`src/design/dtfp_pkg.sv`:
```
// Shared types, constants and helper functions of the decimal text to fixed-point parser.
package dtfp_pkg;

    // Default number of fraction digits that are kept.
    localparam int unsigned FRACTION_DIGITS_DEF = 9;

    // The result is scaled by ten to this power.
    localparam int unsigned SCALE_DIGITS = 9;

    // Field and accumulator widths.
    localparam int unsigned CHAR_W  = 8;
    localparam int unsigned VALUE_W = 64;
    localparam int unsigned INT_W   = 34;
    localparam int unsigned FRAC_W  = 30;
    localparam int unsigned CNT_W   = 4;
    localparam int unsigned RND_W   = 5;
    localparam int unsigned POW_W   = 30;
    localparam int unsigned SCALE_W = 27;
    localparam int unsigned ODD_W   = 21;

    // Largest integer part that still fits the scaled result.
    localparam logic [INT_W-1:0] INT_LIMIT = 34'd9223372036;

    // Rounding digit marker and threshold.
    localparam logic [RND_W-1:0] ROUND_NONE = 5'd16;
    localparam logic [RND_W-1:0] ROUND_HALF = 5'd5;

    // 10^9 is split into 2^9 and 5^9 so the integer product stays narrow.
    localparam logic [ODD_W-1:0] SCALE_ODD   = 21'd1953125;
    localparam int unsigned      SCALE_SHIFT = SCALE_DIGITS;

    // Saturated magnitude.
    localparam logic [VALUE_W-1:0] MAG_MAX = 64'h7FFF_FFFF_FFFF_FFFF;

    // Character codes.
    localparam logic [CHAR_W-1:0] CH_SPACE = 8'h20;
    localparam logic [CHAR_W-1:0] CH_TAB   = 8'h09;
    localparam logic [CHAR_W-1:0] CH_CR    = 8'h0D;
    localparam logic [CHAR_W-1:0] CH_ZERO  = 8'h30;
    localparam logic [CHAR_W-1:0] CH_NINE  = 8'h39;
    localparam logic [CHAR_W-1:0] CH_DOT   = 8'h2E;
    localparam logic [CHAR_W-1:0] CH_COMMA = 8'h2C;
    localparam logic [CHAR_W-1:0] CH_MINUS = 8'h2D;
    localparam logic [CHAR_W-1:0] CH_PLUS  = 8'h2B;

    // Parse phases.
    typedef enum logic [3:0] {
        PH_LEAD = 4'b0001,
        PH_INT  = 4'b0010,
        PH_FRAC = 4'b0100,
        PH_DONE = 4'b1000
    } t_phase;

    // One input request.
    typedef struct packed {
        logic [CHAR_W-1:0] text_char;
        logic              last_char;
    } t_in_req;

    // One result request.
    typedef struct packed {
        logic signed [VALUE_W-1:0] fixed_value;
        logic                      value_changed;
        logic                      overflow;
    } t_out_req;

    // Parse state captured on the final character.
    typedef struct packed {
        logic             is_negative;
        logic             overflow_seen;
        logic [INT_W-1:0] int_acc;
        logic [FRAC_W-1:0] frac_acc;
        logic [CNT_W-1:0] frac_cnt;
        logic [RND_W-1:0] round_digit;
    } t_snap;

    // Space, tab, line feed, vertical tab, form feed or carriage return.
    function automatic logic is_space(input logic [CHAR_W-1:0] c);
        return (c == CH_SPACE) || ((c >= CH_TAB) && (c <= CH_CR));
    endfunction

    function automatic logic is_digit(input logic [CHAR_W-1:0] c);
        return (c >= CH_ZERO) && (c <= CH_NINE);
    endfunction

    // Powers of ten from 10^0 to 10^9.
    function automatic logic [POW_W-1:0] pow10(input logic [CNT_W-1:0] n);
        logic [POW_W-1:0] p;
        unique case (n)
            4'd0:    p = 30'd1;
            4'd1:    p = 30'd10;
            4'd2:    p = 30'd100;
            4'd3:    p = 30'd1000;
            4'd4:    p = 30'd10000;
            4'd5:    p = 30'd100000;
            4'd6:    p = 30'd1000000;
            4'd7:    p = 30'd10000000;
            4'd8:    p = 30'd100000000;
            4'd9:    p = 30'd1000000000;
            default: p = 30'd0;
        endcase
        return p;
    endfunction

endpackage

```
`src/design/dtfp_parse.sv`:
```
// Input register and per-character parse state machine with the end-of-number capture.
module dtfp_parse #(
    parameter int unsigned FRACTION_DIGITS = dtfp_pkg::FRACTION_DIGITS_DEF
) (
    input  logic            i_clk,
    input  logic            i_rst_n,
    input  logic            i_in_valid,
    output logic            o_in_stall,
    input  dtfp_pkg::t_in_req i_in_data,
    output logic            o_snap_valid,
    output dtfp_pkg::t_snap o_snap,
    input  logic            i_snap_ready
);
    import dtfp_pkg::*;

    // Input register.
    logic    r_in_valid;
    t_in_req r_in;

    // Parse state.
    t_phase            r_phase, n_phase;
    logic              r_neg, n_neg;
    logic [INT_W-1:0]  r_int, n_int;
    logic [FRAC_W-1:0] r_frac, n_frac;
    logic [CNT_W-1:0]  r_cnt, n_cnt;
    logic [RND_W-1:0]  r_rnd, n_rnd;
    logic              r_ovf, n_ovf;

    // Captured state of a finished number.
    logic  r_snap_valid;
    t_snap r_snap;

    logic [CHAR_W-1:0] c;
    logic [3:0]        digit;
    logic [INT_W+3:0]  int_next;
    logic [FRAC_W+3:0] frac_next;
    logic              int_sat;
    logic              do_int;
    logic              snap_ready;
    logic              parse_fire;
    logic              in_ready;

    assign c     = r_in.text_char;
    assign digit = r_in.text_char[3:0];

    // Multiply by ten and add the digit.
    assign int_next  = {1'b0, r_int, 3'b000} + {3'b000, r_int, 1'b0} + (INT_W+4)'(digit);
    assign int_sat   = int_next > (INT_W+4)'(INT_LIMIT);
    assign frac_next = {1'b0, r_frac, 3'b000} + {3'b000, r_frac, 1'b0} + (FRAC_W+4)'(digit);

    // Next parse state for the character in the input register.
    always_comb begin
        n_phase = r_phase;
        n_neg   = r_neg;
        n_int   = r_int;
        n_frac  = r_frac;
        n_cnt   = r_cnt;
        n_rnd   = r_rnd;
        n_ovf   = r_ovf;
        do_int  = 1'b0;
        unique case (r_phase)
            PH_LEAD: begin
                if (!is_space(c)) begin
                    n_phase = PH_INT;
                    if (c == CH_MINUS) begin
                        n_neg = 1'b1;
                    end else if (c != CH_PLUS) begin
                        do_int = 1'b1;
                    end
                end
            end
            PH_INT: begin
                do_int = 1'b1;
            end
            PH_FRAC: begin
                if (!is_digit(c)) begin
                    n_phase = PH_DONE;
                end else if (r_cnt < CNT_W'(FRACTION_DIGITS)) begin
                    n_frac = frac_next[FRAC_W-1:0];
                    n_cnt  = r_cnt + 1'b1;
                end else if (r_rnd == ROUND_NONE) begin
                    n_rnd = {1'b0, digit};
                end
            end
            PH_DONE: begin
            end
            default: begin
            end
        endcase
        // Integer digits; whitespace between them is skipped.
        if (do_int && !is_space(c)) begin
            if (is_digit(c)) begin
                if (int_sat) begin
                    n_int = INT_LIMIT;
                    n_ovf = 1'b1;
                end else begin
                    n_int = int_next[INT_W-1:0];
                end
            end else if ((c == CH_DOT) || (c == CH_COMMA)) begin
                n_phase = PH_FRAC;
            end else begin
                n_phase = PH_DONE;
            end
        end
    end

    // Handshake: a final character waits until the capture slot is free.
    assign snap_ready = !r_snap_valid || i_snap_ready;
    assign parse_fire = r_in_valid && (!r_in.last_char || snap_ready);
    assign in_ready   = !r_in_valid || parse_fire;
    assign o_in_stall = !in_ready;

    // Input register.
    always_ff @(posedge i_clk) begin
        if (!i_rst_n) begin
            r_in_valid <= 1'b0;
        end else if (in_ready) begin
            r_in_valid <= i_in_valid;
        end
        if (in_ready && i_in_valid) begin
            r_in <= i_in_data;
        end
    end

    // Parse state; the final character restarts the parse.
    always_ff @(posedge i_clk) begin
        if (!i_rst_n) begin
            r_phase <= PH_LEAD;
            r_neg   <= 1'b0;
            r_int   <= '0;
            r_frac  <= '0;
            r_cnt   <= '0;
            r_rnd   <= ROUND_NONE;
            r_ovf   <= 1'b0;
        end else if (parse_fire) begin
            if (r_in.last_char) begin
                r_phase <= PH_LEAD;
                r_neg   <= 1'b0;
                r_int   <= '0;
                r_frac  <= '0;
                r_cnt   <= '0;
                r_rnd   <= ROUND_NONE;
                r_ovf   <= 1'b0;
            end else begin
                r_phase <= n_phase;
                r_neg   <= n_neg;
                r_int   <= n_int;
                r_frac  <= n_frac;
                r_cnt   <= n_cnt;
                r_rnd   <= n_rnd;
                r_ovf   <= n_ovf;
            end
        end
    end

    // Capture of the finished number.
    always_ff @(posedge i_clk) begin
        if (!i_rst_n) begin
            r_snap_valid <= 1'b0;
        end else if (snap_ready) begin
            r_snap_valid <= parse_fire && r_in.last_char;
        end
        if (parse_fire && r_in.last_char) begin
            r_snap.is_negative   <= n_neg;
            r_snap.overflow_seen <= n_ovf;
            r_snap.int_acc       <= n_int;
            r_snap.frac_acc      <= n_frac;
            r_snap.frac_cnt      <= n_cnt;
            r_snap.round_digit   <= n_rnd;
        end
    end

    assign o_snap_valid = r_snap_valid;
    assign o_snap       = r_snap;

endmodule

```
`src/design/dtfp_result.sv`:
```
// Result pipeline: rounding, scaling multiplies, saturation, sign and change detection.
module dtfp_result #(
    parameter int unsigned FRACTION_DIGITS = dtfp_pkg::FRACTION_DIGITS_DEF
) (
    input  logic               i_clk,
    input  logic               i_rst_n,
    input  logic               i_snap_valid,
    input  dtfp_pkg::t_snap    i_snap,
    output logic               o_snap_ready,
    output logic               o_out_valid,
    input  logic               i_out_stall,
    output dtfp_pkg::t_out_req o_out_data
);
    import dtfp_pkg::*;

    // Fraction value at which rounding carries into the integer part.
    localparam logic [FRAC_W:0] FRAC_LIMIT = (FRAC_W+1)'(pow10(CNT_W'(FRACTION_DIGITS)));
    localparam logic [INT_W:0]  IP_LIMIT   = (INT_W+1)'(INT_LIMIT) + 1'b1;

    // Rounding stage registers.
    logic               r_rd_valid;
    logic [INT_W-1:0]   r_rd_ip;
    logic [FRAC_W-1:0]  r_rd_fp;
    logic [SCALE_W-1:0] r_rd_scale;
    logic               r_rd_neg;
    logic               r_rd_ovf;

    // Multiply stage registers.
    logic                   r_mu_valid;
    logic [INT_W+ODD_W-1:0] r_mu_int;
    logic [FRAC_W-1:0]      r_mu_frac;
    logic                   r_mu_neg;
    logic                   r_mu_ovf;

    // Sum stage registers.
    logic               r_sm_valid;
    logic [VALUE_W-1:0] r_sm_mag;
    logic               r_sm_neg;
    logic               r_sm_ovf;

    // Output register and the last value given.
    logic               r_out_valid;
    t_out_req           r_out;
    logic [VALUE_W-1:0] r_held;

    logic rd_ready, mu_ready, sm_ready, out_ready;

    logic                   round_up;
    logic [FRAC_W:0]        fp_inc;
    logic                   fp_wrap;
    logic [INT_W:0]         ip_rnd;
    logic [INT_W:0]         ip_clip;
    logic [FRAC_W-1:0]      fp_rnd;
    logic [CNT_W-1:0]       cnt_clip;
    logic [POW_W-1:0]       scale_full;
    logic [INT_W+ODD_W-1:0] int_prod;
    logic [FRAC_W+SCALE_W-1:0] frac_prod;
    logic [VALUE_W-1:0]     sum;
    logic                   sum_sat;
    logic [VALUE_W-1:0]     result;

    // Stage handshakes.
    assign out_ready    = !r_out_valid || !i_out_stall;
    assign sm_ready     = !r_sm_valid || out_ready;
    assign mu_ready     = !r_mu_valid || sm_ready;
    assign rd_ready     = !r_rd_valid || mu_ready;
    assign o_snap_ready = rd_ready;

    // Round the kept fraction, carry into the integer part, pick the fraction scale.
    always_comb begin
        round_up = (i_snap.round_digit != ROUND_NONE) && (i_snap.round_digit >= ROUND_HALF);
        fp_inc   = {1'b0, i_snap.frac_acc} + 1'b1;
        fp_wrap  = fp_inc >= FRAC_LIMIT;
        fp_rnd   = i_snap.frac_acc;
        ip_rnd   = {1'b0, i_snap.int_acc};
        if (round_up) begin
            if (fp_wrap) begin
                fp_rnd = '0;
                ip_rnd = {1'b0, i_snap.int_acc} + 1'b1;
            end else begin
                fp_rnd = fp_inc[FRAC_W-1:0];
            end
        end
        ip_clip  = (ip_rnd > IP_LIMIT) ? IP_LIMIT : ip_rnd;
        cnt_clip = (i_snap.frac_cnt > CNT_W'(SCALE_DIGITS)) ? CNT_W'(SCALE_DIGITS)
                                                             : i_snap.frac_cnt;
        scale_full = (cnt_clip == '0) ? '0 : pow10(CNT_W'(SCALE_DIGITS) - cnt_clip);
    end

    always_ff @(posedge i_clk) begin
        if (!i_rst_n) begin
            r_rd_valid <= 1'b0;
        end else if (rd_ready) begin
            r_rd_valid <= i_snap_valid;
        end
        if (rd_ready && i_snap_valid) begin
            r_rd_ip    <= ip_clip[INT_W-1:0];
            r_rd_fp    <= fp_rnd;
            r_rd_scale <= scale_full[SCALE_W-1:0];
            r_rd_neg   <= i_snap.is_negative;
            r_rd_ovf   <= i_snap.overflow_seen;
        end
    end

    // Scaling products; the integer part takes 5^9 here and 2^9 as a shift later.
    assign int_prod  = r_rd_ip * SCALE_ODD;
    assign frac_prod = r_rd_fp * r_rd_scale;

    always_ff @(posedge i_clk) begin
        if (!i_rst_n) begin
            r_mu_valid <= 1'b0;
        end else if (mu_ready) begin
            r_mu_valid <= r_rd_valid;
        end
        if (mu_ready && r_rd_valid) begin
            r_mu_int  <= int_prod;
            r_mu_frac <= frac_prod[FRAC_W-1:0];
            r_mu_neg  <= r_rd_neg;
            r_mu_ovf  <= r_rd_ovf;
        end
    end

    // Combine both parts and saturate above 2^63-1.
    assign sum     = {r_mu_int, SCALE_SHIFT'(0)} + VALUE_W'(r_mu_frac);
    assign sum_sat = r_mu_ovf || sum[VALUE_W-1];

    always_ff @(posedge i_clk) begin
        if (!i_rst_n) begin
            r_sm_valid <= 1'b0;
        end else if (sm_ready) begin
            r_sm_valid <= r_mu_valid;
        end
        if (sm_ready && r_mu_valid) begin
            r_sm_mag <= sum_sat ? MAG_MAX : sum;
            r_sm_neg <= r_mu_neg;
            r_sm_ovf <= sum_sat;
        end
    end

    // Apply the sign and compare with the value given before.
    assign result = r_sm_neg ? (VALUE_W'(0) - r_sm_mag) : r_sm_mag;

    always_ff @(posedge i_clk) begin
        if (!i_rst_n) begin
            r_out_valid <= 1'b0;
            r_held      <= '0;
        end else begin
            if (out_ready) begin
                r_out_valid <= r_sm_valid;
            end
            if (out_ready && r_sm_valid) begin
                r_held <= result;
            end
        end
        if (out_ready && r_sm_valid) begin
            r_out.fixed_value   <= result;
            r_out.value_changed <= result != r_held;
            r_out.overflow      <= r_sm_ovf;
        end
    end

    assign o_out_valid = r_out_valid;
    assign o_out_data  = r_out;

endmodule

```
`src/design/decimal_text_to_fixed_parser.sv`:
```
// Top level of the decimal text to fixed-point parser.
// The block takes one text byte per cycle while o_in_stall is low and keeps taking bytes
// while a result waits at the output; a byte marked last is held until the capture slot
// is free. The per-character update (multiply by ten and add) is a single register stage.
// A result for the byte marked last passes the input register, parse, rounding, scaling
// multiply, sum and saturation, and sign and change flag stages, and waits while stalled.
// The value is the parsed number times 10^9 in two's complement; magnitudes above
// 2^63-1 saturate and raise overflow, and value_changed compares with the previous result.
module decimal_text_to_fixed_parser #(
    parameter int unsigned FRACTION_DIGITS = dtfp_pkg::FRACTION_DIGITS_DEF
) (
    input  logic               i_clk,
    input  logic               i_rst_n,
    input  logic               i_in_valid,
    output logic               o_in_stall,
    input  dtfp_pkg::t_in_req  i_in_data,
    output logic               o_out_valid,
    input  logic               i_out_stall,
    output dtfp_pkg::t_out_req o_out_data
);
    import dtfp_pkg::*;

    logic  snap_valid;
    logic  snap_ready;
    t_snap snap;

    // Character parsing.
    dtfp_parse #(
        .FRACTION_DIGITS(FRACTION_DIGITS)
    ) u_parse (
        .i_clk       (i_clk),
        .i_rst_n     (i_rst_n),
        .i_in_valid  (i_in_valid),
        .o_in_stall  (o_in_stall),
        .i_in_data   (i_in_data),
        .o_snap_valid(snap_valid),
        .o_snap      (snap),
        .i_snap_ready(snap_ready)
    );

    // Result forming.
    dtfp_result #(
        .FRACTION_DIGITS(FRACTION_DIGITS)
    ) u_result (
        .i_clk       (i_clk),
        .i_rst_n     (i_rst_n),
        .i_snap_valid(snap_valid),
        .i_snap      (snap),
        .o_snap_ready(snap_ready),
        .o_out_valid (o_out_valid),
        .i_out_stall (i_out_stall),
        .o_out_data  (o_out_data)
    );

endmodule

```
`config.mk`:
```
export PLATFORM = sky130hd
export DESIGN_NAME = decimal_text_to_fixed_parser
export DESIGN_NICKNAME = d
export VERILOG_FILES = /design/src/design/dtfp_pkg.sv /design/src/design/dtfp_parse.sv /design/src/design/dtfp_result.sv /design/src/design/decimal_text_to_fixed_parser.sv
export SDC_FILE = /design/constraint.sdc
export NUM_CORES = 2
export LEC_CHECK = 0
export ABC_CLOCK_PERIOD_IN_PS = 24400
export BUFFER_PORTS_ARGS = -buffer_cell sky130_fd_sc_hd__buf_2
export CAP_MARGIN = 15
export CORE_MARGIN = 1.5
export CORE_UTILIZATION = 38
export CTS_CLUSTER_DIAMETER = 50
export CTS_CLUSTER_SIZE = 14
export DETAILED_ROUTE_END_ITERATION = 10
export PLACE_DENSITY_LB_ADDON = 0.3
export RECOVER_POWER = 100
export SLEW_MARGIN = 20
export SYNTH_ARGS = -nofsm -noshare
export SYNTH_HDL_FRONTEND = slang
export SYNTH_SLANG_ARGS = --single-unit
```
`constraint.sdc`:
```
create_clock -name i_clk -period 24.4 [get_ports i_clk]
set_clock_uncertainty 0.05 [all_clocks]
set_input_delay 2.44 -clock i_clk [delete_from_list [all_inputs] [get_ports i_clk]]
set_output_delay 2.44 -clock i_clk [all_outputs]
set_load 0.01 [all_outputs]
```
Word level (Yosys, flattened, before mapping)
Memories as Yosys holds them, arrays and structs flattened. A register that Yosys moved wholly into a read port is not among the register bits.
Index checks and enable logic that the tools add are counted.
{"block": "op_classes", "n_addsub": 10, "mul": 2, "div": 0, "order_cmp": 10, "eq_ne": 11, "n_shift": 0, "muxes": 42, "bitwise": 0, "reduce_logical": 32}
{"op": "2-to-1 mux 30 bit", "count": 6}
{"op": "2-to-1 mux 34 bit", "count": 4}
{"op": "2-to-1 mux 35 bit", "count": 2}
{"op": "adder 64 x 30 -> 64 bit", "count": 1}
{"op": "2-to-1 mux 64 bit", "count": 1}
{"op": "inequality test 64 bit", "count": 1}
{"op": "subtractor 1 x 64 -> 64 bit (first input constant)", "count": 1}
{"op": "multiplier 34 x 21 -> 55 bit (second input constant)", "count": 1}
{"op": "2-to-1 mux 4 bit", "count": 11}
{"op": "adder 37 x 35 -> 38 bit", "count": 1}
{"op": "adder 38 x 4 -> 38 bit", "count": 1}
{"op": "> comparator 38 x 34 -> 1 bit (second input constant)", "count": 1}
{"op": "adder 34 x 1 -> 35 bit (second input constant)", "count": 1}
{"op": "> comparator 35 x 34 -> 1 bit (second input constant)", "count": 1}
{"op": "== test 8 x 6 -> 1 bit (second input constant)", "count": 4}
{"op": "adder 30 x 1 -> 31 bit (second input constant)", "count": 1}
{"op": "greater-or-equal comparator 31 x 30 -> 1 bit (second input constant)", "count": 1}
{"op": "adder 30 bit", "count": 1}
{"op": "adder 30 x 4 -> 30 bit", "count": 1}
{"op": "multiplier 30 x 27 -> 30 bit", "count": 1}
{"op": "2-to-1 mux 5 bit", "count": 5}
{"op": "logical AND 1 bit", "count": 11}
{"op": "2-to-1 mux 1 bit", "count": 11}
{"op": "logical NOT 1 bit", "count": 10}
{"op": "19 further kinds", "count": 28}
{"block": "word_totals", "ff_bits": 518, "latchBits": 0, "mem_bits_rw": 0, "rom_bits": 480, "in_bits": 13, "wordCells": 144, "mem_count": 1}
{"name": "(no name shown)", "depth": 16, "width": 30, "rd": 1, "rd_ports_with_merged_regs": 1, "write_ports": 0, "line_no": "dtfp_pkg.sv:89", "text": "unique case (n)"}

Logic depth before layout (Yosys ltp)
{"block": "logic_depth", "ltp_word": 10, "ltp_mapped": 28, "ltp_nobuf": 27}

Hierarchy
Synthesis repeated with hierarchy kept, for this count alone.
{"block": "unflattened", "cells_unflattened": 6037, "hier_area_um2": 58100.7}
{"module": "dtfp_result", "n_inst": 1, "cells_per_inst": 4842, "area_each_um2": 46885.0, "seq_area_each_um2": 10610.2}
{"module": "dtfp_parse", "n_inst": 1, "cells_per_inst": 1195, "area_each_um2": 11215.8, "seq_area_each_um2": 4144.0}

Worst setup path after synthesis
Ideal clock, no wire load.
{"block": "synth_path", "path_kind": "input port to flip-flop", "from": "input i_out_stall", "to": "register u_result.r_mu_frac[0], enable pin", "t_arrival_ns": 8.977, "required_time_ns": 23.684, "setup_slack_ns": 14.708, "stages": 2, "n_path_buf": 0, "path_cell_list": "and3_1 a21boi_0"}
{"block": "synth_via", "elab_chain_cells": 5}
{"item": "from (decl)", "line_no": "decimal_text_to_fixed_parser.sv:18", "text": "input logic i_out_stall,"}
{"item": "logical NOT 1 bit", "line_no": "dtfp_result.sv:63", "text": "assign out_ready = !r_out_valid || !i_out_stall;"}
{"item": "logical OR 1 bit", "line_no": "dtfp_result.sv:63"}
{"item": "logical OR 1 bit", "line_no": "dtfp_result.sv:64", "text": "assign sm_ready = !r_sm_valid || out_ready;"}
{"item": "logical OR 1 bit", "line_no": "dtfp_result.sv:65", "text": "assign mu_ready = !r_mu_valid || sm_ready;"}
{"item": "logical AND 1 bit", "line_no": "dtfp_result.sv:115", "text": "if (mu_ready && r_rd_valid) begin"}
{"item": "to (signal assigned)", "line_no": "dtfp_result.sv:117", "text": "r_mu_frac <= frac_prod[FRAC_W-1:0];"}
{"item": "to (decl)", "line_no": "dtfp_result.sv:31", "text": "logic [FRAC_W-1:0] r_mu_frac;"}
No other way between the ends.
A chain may end at the register's enable or synchronous reset.

Final worst setup path
{"block": "layout_path", "from": "input i_out_stall", "to": "register u_result.r_held[16]"}
{"block": "layout_via", "elab_chain_cells": 3}
{"item": "logical NOT 1 bit", "line_no": "dtfp_result.sv:63"}
{"item": "logical OR 1 bit", "line_no": "dtfp_result.sv:63"}
{"item": "logical AND 1 bit", "line_no": "dtfp_result.sv:151", "text": "if (out_ready && r_sm_valid) begin"}
{"item": "to (signal assigned)", "line_no": "dtfp_result.sv:152", "text": "r_held <= result;"}
{"item": "to (decl)", "line_no": "dtfp_result.sv:44", "text": "logic [VALUE_W-1:0] r_held;"}
No other way between the ends.

==> flow_summary_export.csv <==
group,metric,value,unit
timing,post-route-period-util,33.41,%
floorplan,coreArea,0.1463,mm2
logic_synthesis,post-synth-top-area-cell,"sky130_fd_sc_hd__fa_1",
clock_tree,cts_buffer_depth,3,
route,dr_total_vias,38520,
logic_synthesis,synth-compound-area-share,9.935,%
route,routed_wirelength,129900,um
clock_tree,skew_pair_late_insertion_delay,0.69,ns
timing,hold_viol_final,0,
floorplan,floorplan.die.width,387.5,um
power,power.leakage,28.21,nW
hold_path,timing.hold.worst.class,"flip-flop to flip-flop",
cells_and_area,fin_nets,6952,
logic_synthesis,synthesis.area,0.05619,mm2
timing,hold_ws,0.3606,ns
clock_tree,htree_num_levels,3,
cells_and_area,instances_no_fill,7692,
setup_path,critical_path_sink_type,"flip-flop",
logic_synthesis,synth.top_cells.by_count,"sky130_fd_sc_hd__inv_1 (1045), sky130_fd_sc_hd__nand2_1 (695), sky130_fd_sc_hd__fa_1 (694)",
outcome,violations,"max-capacitance violations, max-slew violations",
setup_path,r2r-start,"u_result.r_rd_ip[7]",
setup_path,timing.critical_path.fanout_max,101,
logic_synthesis,synth.yosys.seq_area_share,26.26,%
setup_path,cp_data_arrival_time,8.64,ns
logic_synthesis,largest_family_of_logic_cells_by_synthesized_area,"adder cells",
floorplan,io_pins,81,
logic_synthesis,syn_nets,6939,
placed_design,post-dp-hpwl,104000,um
global_route,grt_max_degree,102,
cells_and_area,post-route-cell-area,0.06100,mm2
clock_tree,cts_root_buffer,"sky130_fd_sc_hd__clkbuf_16",
route,drcViolationCount,0,
cells_and_area,layout-drive-gt1-share,3.896,%
timing,setup_viol,0,
clock_tree,post_cts_resize_count,0,
logic_synthesis,synth-adder-area-share,36.53,%
logic_synthesis,synth_mux_area_share,0.3095,%
setup_path,critical_path_class,"primary input to flip-flop",
setup_path,crit_required,24.89,ns
route,wl_per_cell,16.89,um
global_route,grt_first_pass_wirelength,213400,um
timing,timing.slew.headroom,-144.9,%
power,power.ir.vdd_worst,0.0002106,V
logic_synthesis,ys_ff_latch,541,
logic_synthesis,synth_largest_type_area_fraction,24.73,%
route,drt-pass1-iter-count,5,
route,count_of_nets_left_with_antenna_violations_after_detail_routing,0,
setup_path,worstSetupEndpoint,"u_result.r_held[16]",
global_route,antenna_found_initial,1,
global_route,gr-usage-met3,2.479,%
route,vias_per_cell,5.008,
clock_tree,clk_pin_slew,0.06,ns
global_route,groute.layer.met2.usage,29.47,%
logic_synthesis,synthesis.yosys.warnings,0,
timing,final.min_clock_period,8.151,ns
outcome,status,"finished with violations",
setup_path,rr_worst_depth,25,
clock_tree,clock_tree_from_tritoncts,"done",
logic_synthesis,synth-edff-count,392,
logic_synthesis,post_synthesis_area_per_instance,9.855,um2
timing,fmax,122.7,MHz
clock_tree,ctsHoldBuffers,0,
setup_path,reg_to_reg_critical_path_endpoint,"u_result.r_mu_int[54]",
placed_design,post_dp_cell_area,0.05858,mm2
timing,final_setup_margin,16.25,ns
job,max-cap-violations,15,
timing,finalMaxSlewViolations,861,
global_route,grt.total_usage,17.60,%
power,p_total,5.334,mW
route,drt_iter0_markers,2059,
floorplan,initial_core_util,38.42,%
power,power.density,87.45,mW/mm2
setup_path,worstSetupStartpoint,"i_out_stall",
floorplan,design.die.area,0.1502,mm2
global_route,grt_use_met1,23.92,%
setup_path,worst_setup_path_start_kind,"primary input",
floorplan,die_h,387.5,um
global_route,top_usage_layer,"met2",
logic_synthesis,synth_flop_cell,"sky130_fd_sc_hd__edfxtp_1",
placed_design,placed_cells_incl_taps,7555,
logic_synthesis,synthesis.instances,5702,
clock_tree,clock_sinks,541,
timing,rsz0062_at_grt,"false",
placed_design,port_buffers,80,
placed_design,pre_cts_slack,16.35,ns
clock_tree,cts_post_setup_buffers_inserted,0,
clock_tree,cts_inserted_buffers,74,
placed_design,place_congestion,0.8953,
logic_synthesis,postSynth.asyncResetShare,0,%
cells_and_area,fin_util,41.70,%
logic_synthesis,xor_xnor_fraction_of_synth_area,5.829,%
cells_and_area,area_growth_syn_to_layout,8.555,%
timing,tightestPinTransition,3.673,ns
global_route,grt-ovfl-total,0,
logic_synthesis,post-synth-top-count-cell,"sky130_fd_sc_hd__inv_1",
floorplan,row_count,140,
logic_synthesis,simple_gate_share_of_the_synthesized_area,12.76,%
setup_path,ff2ff_setup_slack,16.36,ns
cells_and_area,num_antenna_cells,0,
logic_synthesis,synth.top_cells.by_area,"sky130_fd_sc_hd__fa_1 (25%), sky130_fd_sc_hd__edfxtp_1 (21%), sky130_fd_sc_hd__ha_1 (12%)",
logic_synthesis,ys_types,97,
global_route,first_global_vias,39980,
timing,totalNegativeSetupSlack,0,ns
## placed cells by master (no fill, tap or decap), types with 71 or more instances in the layout
| master | Yosys | layout |
|---|---|---|
| sky130_fd_sc_hd__inv_1 | 1045 | 1044 |
| sky130_fd_sc_hd__fa_1 | 694 | 694 |
| sky130_fd_sc_hd__edfxtp_1 | 392 | 392 |
| sky130_fd_sc_hd__nand2_1 | 695 | 695 |
| sky130_fd_sc_hd__nor2b_1 | 72 | 71 |
| sky130_fd_sc_hd__ha_1 | 530 | 530 |
| sky130_fd_sc_hd__nand3_1 | 91 | 91 |
| sky130_fd_sc_hd__and2_1 | 128 | 120 |
| sky130_fd_sc_hd__xor2_1 | 179 | 179 |
| sky130_fd_sc_hd__clkbuf_16 | 0 | 75 |
| sky130_fd_sc_hd__nor2_1 | 204 | 202 |
| sky130_fd_sc_hd__xnor2_1 | 195 | 195 |
| sky130_fd_sc_hd__dfxtp_1 | 149 | 149 |
| sky130_fd_sc_hd__o21ai_0 | 188 | 190 |
| sky130_fd_sc_hd__a21oi_1 | 133 | 134 |
| sky130_fd_sc_hd__clkbuf_1 | 149 | 93 |
## logic make-up (layout without fill, tap and decap cells)
logic type	count (synthesis)	after routing
buffers and inverters	1232	1305
AND/OR/NAND/NOR	1507	1507
adder cells (fa/ha/maj)	1224	1224
flip-flops	541	541
AO/OA/AOI/OAI	806	806
XOR/XNOR	374	374
other	1	1
multiplexers	17	17
## worst max-delay path: stages
cell	delay, ns
sky130_fd_sc_hd__clkbuf_1	0.12
sky130_fd_sc_hd__nand2_1	0.07
sky130_fd_sc_hd__nand2_1	0.37
sky130_fd_sc_hd__clkinvlp_2	2.86
sky130_fd_sc_hd__clkbuf_1	1.96
sky130_fd_sc_hd__o211a_1	0.72
## sequential cells by signal, summed over array words and instances (netlist names), 23 cells and up
name and cells:
u_parse.o_snap 75, u_parse.r_frac 30, u_parse.r_int 34, u_result.o_out_data 66
u_result.r_held 64, u_result.r_mu_frac 30, u_result.r_mu_int 55, u_result.r_rd_fp 30
u_result.r_rd_ip 34, u_result.r_rd_scale 23, u_result.r_sm_mag 64
## how the worst min path moves through the flow
stage | start | endpoint | depth (start not counted)
global placement | u_result.r_sm_ovf | u_result.o_out_data[0] | 0
CTS | u_result.r_rd_neg | u_result.r_mu_neg | 0
global route | u_result.r_rd_neg | u_result.r_mu_neg | 0
floorplan | u_result.r_sm_ovf | u_result.o_out_data[0] | 0
detailed placement | u_result.r_rd_neg | u_result.r_mu_neg | 0
finish | u_result.r_rd_neg | u_result.r_mu_neg | 0
## final cells by class
class / instances / area (um2)
clock buffer: 83 / 1917
clock inverter: 53 / 690.7
fill: 14190 / 85270
inverter: 1045 / 3924
multi-input combinational: 3929 / 36730
sequential: 541 / 14750
tap: 1917 / 2399
timing repair buffer: 124 / 583.1
## report_power, final
group / switching, mW / internal, mW / total (mW)
Sequential: 0.0317 / 1.18 / 1.21
Combinational: 1.69 / 1.32 / 3.01
Clock: 0.451 / 0.661 / 1.11
## routing by layer
layer / vias up / part of all wire, %
met1: 18930 / 47
met3: 162 / 4.4
met2: 745 / 47
met5: - / 0
li1: 18690 / -
met4: 0 / 2.3
No activity file was read; power rests on OpenSTA's default activity.
